### config.mk
export PLATFORM = sky130hd
export DESIGN_NAME = min_key_priority_queue
export DESIGN_NICKNAME = d
export VERILOG_FILES = /design/src/rtl/core/mkpq_pkg.sv /design/src/rtl/core/mkpq_ram.sv /design/src/rtl/core/mkpq_key_unit.sv /design/src/rtl/core/min_key_priority_queue.sv
export SDC_FILE = /design/constraint.sdc
export NUM_CORES = 1
export LEC_CHECK = 0
export BUFFER_PORTS_ARGS = -buffer_cell sky130_fd_sc_hd__buf_2
export CELL_PAD_IN_SITES_DETAIL_PLACEMENT = 1
export CELL_PAD_IN_SITES_GLOBAL_PLACEMENT = 1
export CORE_UTILIZATION = 47
export DETAILED_ROUTE_END_ITERATION = 10
export PLACE_DENSITY_LB_ADDON = 0.05
export SLEW_MARGIN = 20
export SYNTH_ARGS = -nofsm -noshare
export SYNTH_HDL_FRONTEND = slang
export SYNTH_SLANG_ARGS = --single-unit
### constraint.sdc
create_clock -name clk -period 5 [get_ports clk]
set_input_delay 0.75 -clock clk [delete_from_list [all_inputs] [get_ports clk]]
set_output_delay 0.75 -clock clk [all_outputs]
set_load 0.02 [all_outputs]
### src/rtl/core/mkpq_pkg.sv
// Shared types, constants and codes for the minimum-key priority queue.
package mkpq_pkg;

    localparam int DEPTH_DEF    = 16;
    localparam int TAG_BITS_DEF = 16;

    localparam int IN_TAG_W  = 16;
    localparam int PRIO_W    = 12;
    localparam int TREAT_W   = 10;
    localparam int STATUS_W  = 2;
    localparam int HELD_W    = 5;
    localparam int KEY_W     = 22;
    localparam int KEY_SCALE = 1000;

    localparam logic MODE_PUSH = 1'b0;
    localparam logic MODE_POP  = 1'b1;

    localparam logic [STATUS_W-1:0] STAT_OK    = 2'd0;
    localparam logic [STATUS_W-1:0] STAT_FULL  = 2'd1;
    localparam logic [STATUS_W-1:0] STAT_EMPTY = 2'd2;

    typedef struct packed {
        logic                mode;
        logic [IN_TAG_W-1:0] entry_tag;
        logic [PRIO_W-1:0]   wait_priority;
        logic [TREAT_W-1:0]  treat_time;
    } in_beat_t;

    typedef struct packed {
        logic [STATUS_W-1:0] status;
        logic [IN_TAG_W-1:0] out_tag;
        logic [PRIO_W-1:0]   out_priority;
        logic [TREAT_W-1:0]  out_treat;
        logic [HELD_W-1:0]   held_count;
    } out_beat_t;

    typedef struct packed {
        logic clear;
        logic sample;
    } scan_ctl_t;

    typedef enum logic [2:0] {
        S_IDLE,
        S_SCAN,
        S_DRAIN,
        S_SHIFT,
        S_RESULT
    } state_t;

endpackage

### src/rtl/core/mkpq_ram.sv
// Generic single-write, single-read RAM with registered read data.
module mkpq_ram #(
    parameter int WIDTH = 8,
    parameter int DEPTH = 16,
    parameter int AW    = (DEPTH > 1) ? $clog2(DEPTH) : 1
) (
    input  logic             clk,
    input  logic             we,
    input  logic [AW-1:0]    waddr,
    input  logic [WIDTH-1:0] wdata,
    input  logic [AW-1:0]    raddr,
    output logic [WIDTH-1:0] rdata
);

    logic [WIDTH-1:0] mem [DEPTH];

    always_ff @(posedge clk)
    begin
        if (we)
        begin
            mem[waddr] <= wdata;
        end
        rdata <= mem[raddr];
    end

endmodule

### src/rtl/core/mkpq_key_unit.sv
// Key unit: forms priority*1000+treatment and keeps the running minimum.
module mkpq_key_unit #(
    parameter int REC_W = 38,
    parameter int AW    = 4
) (
    input  logic                   clk,
    input  logic                   rst_n,
    input  mkpq_pkg::scan_ctl_t    ctl,
    input  logic [REC_W-1:0]       rec,
    input  logic [AW-1:0]          idx,
    output logic [REC_W-1:0]       best_rec,
    output logic [AW-1:0]          best_idx,
    output logic                   busy
);
    import mkpq_pkg::*;

    logic [KEY_W-1:0] key_next;
    logic [KEY_W-1:0] key_reg;
    logic [REC_W-1:0] rec_reg;
    logic [AW-1:0]    idx_reg;
    logic             key_vld_reg;
    logic [KEY_W-1:0] best_key_reg;
    logic [REC_W-1:0] best_rec_reg;
    logic [AW-1:0]    best_idx_reg;
    logic             have_best_reg;
    logic             take;

    assign key_next = KEY_W'(rec[PRIO_W+TREAT_W-1:TREAT_W]) * KEY_W'(KEY_SCALE)
                    + KEY_W'(rec[TREAT_W-1:0]);

    // strict less keeps the earliest entry on equal keys
    assign take = key_vld_reg && (!have_best_reg || (key_reg < best_key_reg));

    always_ff @(posedge clk or negedge rst_n)
    begin
        if (!rst_n)
        begin
            key_vld_reg   <= 1'b0;
            have_best_reg <= 1'b0;
        end
        else if (ctl.clear)
        begin
            key_vld_reg   <= 1'b0;
            have_best_reg <= 1'b0;
        end
        else
        begin
            key_vld_reg <= ctl.sample;
            if (take)
            begin
                have_best_reg <= 1'b1;
            end
        end
    end

    always_ff @(posedge clk)
    begin
        if (ctl.sample)
        begin
            key_reg <= key_next;
            rec_reg <= rec;
            idx_reg <= idx;
        end
        if (take)
        begin
            best_key_reg <= key_reg;
            best_rec_reg <= rec_reg;
            best_idx_reg <= idx_reg;
        end
    end

    assign best_rec = best_rec_reg;
    assign best_idx = best_idx_reg;
    assign busy     = key_vld_reg;

endmodule

### src/rtl/core/min_key_priority_queue.sv
// Top level: bounded minimum-key priority queue with linear-scan pop.
// Push: the store is written in the accept cycle, then the result state loads the result once the output is free.
// Pop: the single RAM read port first scans every held entry for the minimum and then
// closes the gap by moving each later entry down one place.
// One item at a time; the next item is taken while a result still waits at the output.
// Reset (rst_n, asynchronous, active low) empties the queue; entry storage is not cleared.
module min_key_priority_queue #(
    parameter int DEPTH    = mkpq_pkg::DEPTH_DEF,
    parameter int TAG_BITS = mkpq_pkg::TAG_BITS_DEF
) (
    input  logic                clk,
    input  logic                rst_n,
    input  logic                in_valid,
    output logic                in_ready,
    input  mkpq_pkg::in_beat_t  in_data,
    output logic                out_valid,
    input  logic                out_ready,
    output mkpq_pkg::out_beat_t out_data
);
    import mkpq_pkg::*;

    localparam int AW    = $clog2(DEPTH);
    localparam int CW    = $clog2(DEPTH + 1);
    localparam int REC_W = TAG_BITS + PRIO_W + TREAT_W;

    state_t               state_reg, state_next;
    logic [CW-1:0]        cnt_reg, cnt_next;
    logic [CW-1:0]        scan_idx_reg, scan_idx_next;
    logic                 rd_vld_reg, rd_vld_next;
    logic [AW-1:0]        rd_idx_reg, rd_idx_next;
    logic [CW-1:0]        sh_idx_reg, sh_idx_next;
    logic                 sh_pend_reg, sh_pend_next;
    logic [AW-1:0]        sh_waddr_reg, sh_waddr_next;
    logic [STATUS_W-1:0]  res_status_reg, res_status_next;
    logic                 res_pop_reg, res_pop_next;
    logic                 out_valid_reg, out_valid_next;
    out_beat_t            out_data_reg, out_data_next;

    logic                 ram_we;
    logic [AW-1:0]        ram_waddr;
    logic [REC_W-1:0]     ram_wdata;
    logic [AW-1:0]        ram_raddr;
    logic [REC_W-1:0]     ram_rdata;

    scan_ctl_t            scan_ctl;
    logic [REC_W-1:0]     best_rec;
    logic [AW-1:0]        best_idx;
    logic                 key_busy;
    logic                 out_free;
    logic                 sh_more;

    mkpq_ram #(
        .WIDTH (REC_W),
        .DEPTH (DEPTH),
        .AW    (AW)
    ) u_store (
        .clk   (clk),
        .we    (ram_we),
        .waddr (ram_waddr),
        .wdata (ram_wdata),
        .raddr (ram_raddr),
        .rdata (ram_rdata)
    );

    mkpq_key_unit #(
        .REC_W (REC_W),
        .AW    (AW)
    ) u_key (
        .clk      (clk),
        .rst_n    (rst_n),
        .ctl      (scan_ctl),
        .rec      (ram_rdata),
        .idx      (rd_idx_reg),
        .best_rec (best_rec),
        .best_idx (best_idx),
        .busy     (key_busy)
    );

    assign out_free = !out_valid_reg || out_ready;
    assign sh_more  = sh_idx_reg < cnt_reg;
    assign in_ready = (state_reg == S_IDLE);
    assign out_valid = out_valid_reg;
    assign out_data  = out_data_reg;

    always_comb
    begin
        state_next = state_reg;
        unique case (state_reg)
            S_IDLE:
            begin
                if (in_valid)
                begin
                    if (in_data.mode == MODE_POP && cnt_reg != '0)
                    begin
                        state_next = S_SCAN;
                    end
                    else
                    begin
                        state_next = S_RESULT;
                    end
                end
            end
            S_SCAN:
            begin
                if ((scan_idx_reg + CW'(1)) == cnt_reg)
                begin
                    state_next = S_DRAIN;
                end
            end
            S_DRAIN:
            begin
                if (!rd_vld_reg && !key_busy)
                begin
                    state_next = S_SHIFT;
                end
            end
            S_SHIFT:
            begin
                if (!sh_more && !sh_pend_reg)
                begin
                    state_next = S_RESULT;
                end
            end
            S_RESULT:
            begin
                if (out_free)
                begin
                    state_next = S_IDLE;
                end
            end
            default:
            begin
                state_next = S_IDLE;
            end
        endcase
    end

    always_comb
    begin
        cnt_next        = cnt_reg;
        scan_idx_next   = scan_idx_reg;
        rd_vld_next     = 1'b0;
        rd_idx_next     = rd_idx_reg;
        sh_idx_next     = sh_idx_reg;
        sh_pend_next    = 1'b0;
        sh_waddr_next   = sh_waddr_reg;
        res_status_next = res_status_reg;
        res_pop_next    = res_pop_reg;
        out_valid_next  = out_valid_reg;
        out_data_next   = out_data_reg;
        ram_we          = 1'b0;
        ram_waddr       = '0;
        ram_wdata       = '0;
        ram_raddr       = '0;
        scan_ctl.clear  = 1'b0;
        scan_ctl.sample = rd_vld_reg;

        if (out_valid_reg && out_ready)
        begin
            out_valid_next = 1'b0;
        end

        unique case (state_reg)
            S_IDLE:
            begin
                if (in_valid)
                begin
                    res_pop_next = 1'b0;
                    if (in_data.mode == MODE_PUSH)
                    begin
                        if (cnt_reg < CW'(DEPTH))
                        begin
                            ram_we          = 1'b1;
                            ram_waddr       = cnt_reg[AW-1:0];
                            ram_wdata       = {TAG_BITS'(in_data.entry_tag),
                                               in_data.wait_priority, in_data.treat_time};
                            cnt_next        = cnt_reg + CW'(1);
                            res_status_next = STAT_OK;
                        end
                        else
                        begin
                            res_status_next = STAT_FULL;
                        end
                    end
                    else if (cnt_reg == '0)
                    begin
                        res_status_next = STAT_EMPTY;
                    end
                    else
                    begin
                        res_status_next = STAT_OK;
                        res_pop_next    = 1'b1;
                        scan_ctl.clear  = 1'b1;
                        scan_idx_next   = '0;
                    end
                end
            end
            S_SCAN:
            begin
                ram_raddr     = scan_idx_reg[AW-1:0];
                rd_vld_next   = 1'b1;
                rd_idx_next   = scan_idx_reg[AW-1:0];
                scan_idx_next = scan_idx_reg + CW'(1);
            end
            S_DRAIN:
            begin
                if (!rd_vld_reg && !key_busy)
                begin
                    sh_idx_next = CW'(best_idx) + CW'(1);
                end
            end
            S_SHIFT:
            begin
                if (sh_more)
                begin
                    ram_raddr     = sh_idx_reg[AW-1:0];
                    sh_pend_next  = 1'b1;
                    sh_waddr_next = sh_idx_reg[AW-1:0] - AW'(1);
                    sh_idx_next   = sh_idx_reg + CW'(1);
                end
                if (sh_pend_reg)
                begin
                    ram_we    = 1'b1;
                    ram_waddr = sh_waddr_reg;
                    ram_wdata = ram_rdata;
                end
                if (!sh_more && !sh_pend_reg)
                begin
                    cnt_next = cnt_reg - CW'(1);
                end
            end
            S_RESULT:
            begin
                if (out_free)
                begin
                    out_valid_next = 1'b1;
                    out_data_next.status = res_status_reg;
                    out_data_next.held_count = HELD_W'(cnt_reg);
                    if (res_pop_reg)
                    begin
                        out_data_next.out_tag =
                            IN_TAG_W'(best_rec[REC_W-1:PRIO_W+TREAT_W]);
                        out_data_next.out_priority = best_rec[PRIO_W+TREAT_W-1:TREAT_W];
                        out_data_next.out_treat    = best_rec[TREAT_W-1:0];
                    end
                    else
                    begin
                        out_data_next.out_tag      = '0;
                        out_data_next.out_priority = '0;
                        out_data_next.out_treat    = '0;
                    end
                end
            end
            default:
            begin
                cnt_next = cnt_reg;
            end
        endcase
    end

    always_ff @(posedge clk or negedge rst_n)
    begin
        if (!rst_n)
        begin
            state_reg     <= S_IDLE;
            cnt_reg       <= '0;
            rd_vld_reg    <= 1'b0;
            sh_pend_reg   <= 1'b0;
            out_valid_reg <= 1'b0;
        end
        else
        begin
            state_reg     <= state_next;
            cnt_reg       <= cnt_next;
            rd_vld_reg    <= rd_vld_next;
            sh_pend_reg   <= sh_pend_next;
            out_valid_reg <= out_valid_next;
        end
    end

    always_ff @(posedge clk)
    begin
        scan_idx_reg   <= scan_idx_next;
        rd_idx_reg     <= rd_idx_next;
        sh_idx_reg     <= sh_idx_next;
        sh_waddr_reg   <= sh_waddr_next;
        res_status_reg <= res_status_next;
        res_pop_reg    <= res_pop_next;
        out_data_reg   <= out_data_next;
    end

    a_cnt_bound: assert property (@(posedge clk) disable iff (!rst_n)
        cnt_reg <= CW'(DEPTH))
        else $error("held count beyond store depth");

    a_write_phase: assert property (@(posedge clk) disable iff (!rst_n)
        ram_we |-> (state_reg == S_IDLE || state_reg == S_SHIFT))
        else $error("store written outside push or compaction");

    a_push_count: assert property (@(posedge clk) disable iff (!rst_n)
        (in_valid && in_ready && in_data.mode == MODE_PUSH && cnt_reg < CW'(DEPTH))
        |=> cnt_reg == $past(cnt_reg) + CW'(1))
        else $error("accepted push did not advance the count");

    a_scan_nonempty: assert property (@(posedge clk) disable iff (!rst_n)
        (state_reg == S_SCAN || state_reg == S_SHIFT) |-> cnt_reg != '0)
        else $error("scan or compaction on an empty store");

endmodule

# == Yosys cells after proc, flatten, opt, wreduce, memory -nomap -nowiden ==
# Memory sizes are Yosys's and may differ from the RTL's. A register that Yosys moved wholly into a read port is not among the register bits.
# Cells that the tools add are included.
# totals
inputBits,43
memories,1
ram_bits,608
latchBits,0
out_inout_bits,47
elab_cells,132
rom_bits,0
reg_bits,207
# memory_table
memory,depth,word_bits,read_ports,rd_ports_with_merged_regs,wr,line_no,text
u_store.mem,16,38,1,1,1,mkpq_ram.sv:15,logic [WIDTH-1:0] mem [DEPTH];
# op_classes
n_bitwise,0
div,0
order_cmp,3
reduce_logical,27
n_addsub,7
n_shift,0
eq_ne,15
mul,1
n_mux,54
# op_table
cell,n
38-bit 2-to-1 mux,4
38-bit one-hot mux with 2 select lines,1
5-bit 2-to-1 mux,9
5-bit one-hot mux with 2 select lines,3
22-bit by 10-bit adder with 22-bit output,1
22-bit less-than comparator,1
1-bit 2-to-1 mux,20
4-bit 2-to-1 mux,5
12-bit by 7-bit multiplier with 19-bit output (second input constant),1
3-bit 2-to-1 mux,6
2-bit inequality test (second input constant),8
4-bit one-hot mux with 2 select lines,2
5-bit by 1-bit adder with 5-bit output (second input constant),3
3-bit one-hot mux with 5 select lines,1
5-bit AND reduction,2
2-bit nonzero test,4
3-bit by 2-bit == test with 1-bit output (second input constant),2
1-bit logical NOT,6
2-bit AND reduction,3
4-bit by 1-bit adder with 5-bit output (second input constant),1
5-bit == test,1
1-bit logical AND,5
5-bit logical NOT,1
5-bit less-than comparator,1
other kinds (13),16

# == Depth between registers and ports, before layout ==
# depth
word_depth,7
mapped_depth,18
mapped_depth_nobuf,17

# == By module ==
# From an unflattened synthesis, not the netlist that was laid out.
# hier_totals
cells_unflattened,1795
area_unflattened_um2,34368.0
# by_module_without_submodules
module,n_inst,cells_per_inst,seq_area_each_um2,area_per_inst_um2
mkpq_ram,1,989,19018.2,23570.1
mkpq_key_unit,1,505,3713.6,6974.2
min_key_priority_queue,1,301,2257.2,3823.7

# == Worst setup path after synthesis ==
# No wires, ideal clock.
# synth_path
path_type,register -> register
startpoint,reg u_store.rdata[11] (read register of u_store.mem)
endpoint,reg u_key.key_reg[21] (data pin)
slack_ns,0.243
period_less_slack_ns,4.757
required_ns,4.740
n_path_buf,1
path_stages_with_launch,17
arrival_ns,4.497
setup_time_ns,0.260
cell_sequence,dfxtp_1 inv_1 fa_1 fa_1 fa_1 fa_1 inv_1 ha_1 clkbuf_1 o21a_1 o31a_1 or3_1 a221oi_1 nand4_1 nor2_1 nand4_1 xnor2_1
# synth_between
elab_chain_cells,2
# synth_rtl
element,line_no,text
from (decl),mkpq_ram.sv:12,output logic [WIDTH-1:0] rdata
12-bit by 7-bit multiplier with 19-bit output,mkpq_key_unit.sv:28,assign key_next = KEY_W'(rec[PRIO_W+TREAT_W-1:TREAT_W]) * KEY_W'(KEY_SCALE)
22-bit by 10-bit adder with 22-bit output,mkpq_key_unit.sv:29,+ KEY_W'(rec[TREAT_W-1:0]);
net u_key.key_next[21],mkpq_key_unit.sv:17,logic [KEY_W-1:0] key_next;
to (signal assigned),mkpq_key_unit.sv:60,key_reg <= key_next;
to (decl),mkpq_key_unit.sv:18,logic [KEY_W-1:0] key_reg;
# The timed path passes the listed nets, and every way through them passes these cells.
# A chain may end at the register's enable or synchronous reset.

# == Worst setup path after layout ==
# layout_path
startpoint,reg u_store.rdata[10] (read register of u_store.mem)
endpoint,reg u_key.key_reg[16] (data pin)
# The elaborated chain is that of the path after synthesis.

==> results.toml <==
[worst_setup_path]
max_stage_delay_ns = 0.61
slowest_stage = "fa_2"
critPathRequiredTime_ns = 5.39
cp-end-kind = "flop"
crit_chain = "fa_2 > xor2_1 > ha_1 > inv_1 > fa_1 > fa_1 > inv_1 > ha_2 > o21a_1 > o31a_1 > buf_4 > o21a_1 > nor2_1 > xnor2_2 > nor3b_1 > buf_4 > and4_1 > xor2_1"
critPathLaunchType = "flop"
critPathKind = "flop to flop"
critPathBufInv = 4
rr_worst_depth = 18
r2r_slack_ns = 0.27
crit_cells = 18
crit_arrival_ns = 5.13
path_delay_family = "adder cells"
cp_max_fo = 7

[yosys]
synth_warnings = 0
synthTopCellsByCount = "796 x edfxtp_1, 260 x nor2_1, 224 x nand2_1, 164 x nor3_1, 161 x a21oi_1"
synth-async-reset-ratio_pct = 1.535
yosysSeqAreaShare_pct = 68.74
synthDominantCellAreaShare_pct = 65.75
synth-seq-cells = 847
synth_cell_types = 70
synth_top_area_cell = "edfxtp_1"
netlist_top_cells_area = "edfxtp_1 66%, ha_1 2.9%, nor2_1 2.7%"
synth_edf_count = 796
ys.flop_type = "edfxtp_1"
synth_area_per_cell_um2 = 13.34
synth_cells = 2725
yosysMostFrequentCell = "edfxtp_1"
syn_nets = 2891
syn_area_um2 = 36350

[die]
io_pins = 90
core_area_um2 = 76200
dieWidth_um = 280.1
num_rows = 101
die_y_um = 280.1
start_util_pct = 47.71
die_area_um2 = 78460

[clock_network]
root_buffer = "clkbuf_16"
cts.sinks = 847
path_clk_slew_ns = 0.06
htreeDepth = 3
clock_path_buffers = 3
cts_tree = "yes"
cts_made_buffers = 90
clk-insertion-delay-late_ns = 0.65

[final_layout]
largest_reg_flops = 608
fillerInstances = 7494
drive_gt1_share_pct = 13.88
multi_input_area_um2 = 10440
final_area_um2 = 41410
fin_nets = 3005
seq_area_um2 = 24990
area_delta_synth_final_pct = 13.92

[timing]
hold_ws_ns = 0.4176
worst_slew_pin_slew_ns = 1.149
slew_viol_final = 0
setup_viol = 0
fmax_mhz = 211.2
setup_tns_ns = 0
fin_crit_ns = 4.735
final-hold-violation-count = 0
fin_crit_sh_pct = 94.69
timing.clock.skew_ns = 0.01897
relSlewSlack_pct = 23.04

[global_route]
grt_usage_pct = 28.01
grt_max_degree = 64
gr-total-overflow = 0
grt_pass1_vias = 24553
antenna_found_initial = 5
grt_pass1_wl_mm = 161.3

[route]
routed_wl_mm = 109.1
drtAntennaViolNets = 0
firstDrtPassIters = 7
vias = 23596
viasPerCell = 5.986
drt_iter0_markers = 2138
drcViolationCount = 0
routedWlPerCell_um = 27.66

[placed_design]
dpl_cell_area_um2 = 38480
hpwlAfterDp_mm = 64.39
gp_routability_congestion = 0.8256
portBuffers = 89

[status]
status = "completed"

[worst_hold_path]
hp-class = "flop to flop"
min_path_cells = 0

[run]
maxCapViolations = 0
## per-stage QoR
step | util (%) | cells | setup WS [ns]
5_1_grt | 54.34 | 3940 | -0.006703
4_1_cts | 54.24 | 3939 | 0.01683
6_report | 54.35 | 3942 | 0.2653
3_3_place_gp | 50.50 | 3775 | 0.2486
3_5_place_dp | 50.50 | 3775 | 0.1087
2_1_floorplan | - | 2725 | 0.2434
## cell type report
| cell class | instances | area share [%] |
|---|---|---|
| inverter | 130 | 1.184 |
| clock buffer | 130 | 6.194 |
| tap | 1030 | 3.112 |
| clock inverter | 33 | 0.6707 |
| multi-input combinational | 1582 | 25.22 |
| antenna | 2 | 0.01208 |
| sequential | 847 | 60.34 |
| timing repair buffer | 188 | 3.269 |
## final timing paths
| check | start | end |
|---|---|---|
| min in group asynchronous | rst_n | sh_pend_reg |
| hold / removal | u_key.rec_reg[18] | u_key.best_rec[18] |
| max in group asynchronous | rst_n | rd_vld_reg |
| setup / recovery | u_store.rdata[10] | u_key.key_reg[16] |
| setup reg to reg | u_store.rdata[10] | u_key.key_reg[16] |
| hold reg to reg | u_key.rec_reg[18] | u_key.best_rec[18] |
## per-layer routing
layer	share of wire (%)	up-vias	track usage, %
met5	0	-	0
met4	2.1	0	7.132
met3	6.2	150	4.180
met2	48	777	46.37
met1	44	12277	38.78
li1	-	10392	-
## cell usage in the layout (no fill, tap or decap), types with 60 or more instances in the layout
master | Yosys | routed
edfxtp_1 | 796 | 796
nor2_1 | 260 | 242
nand2_1 | 224 | 224
nor3_1 | 164 | 163
a21oi_1 | 161 | 158
inv_1 | 128 | 126
clkbuf_16 | 0 | 92
o211ai_1 | 91 | 91
buf_2 | 39 | 89
buf_4 | 11 | 85
ha_1 | 84 | 83
a211oi_1 | 60 | 60
## logic make-up after synthesis
kind of cell             count (synthesis)  share of synthesized area (%)
AO/OA/AOI/OAI                          577                          10.84
AND/OR/NAND/NOR                        798                          9.761
XOR/XNOR                                47                          1.132
flip-flops                             847                          68.74
adder cells (fa/ha/maj)                123                          5.039
multiplexers                            37                          1.119
buffers and inverters                  296                          3.373
## what timing repair did
| item | in CTS | in global routing |
|---|---|---|
| hold endpoints to repair | 9 | 0 |
| hold buffers | 1 | 0 |
| endpoints found under the setup margin | 0 | 9 |
| resized for setup | 0 | 17 |
| setup buffers | 0 | 1 |
Power is left out: the tool's default activity adds up to more than one toggle a clock period on the data nets, which glitch-free logic cannot reach.
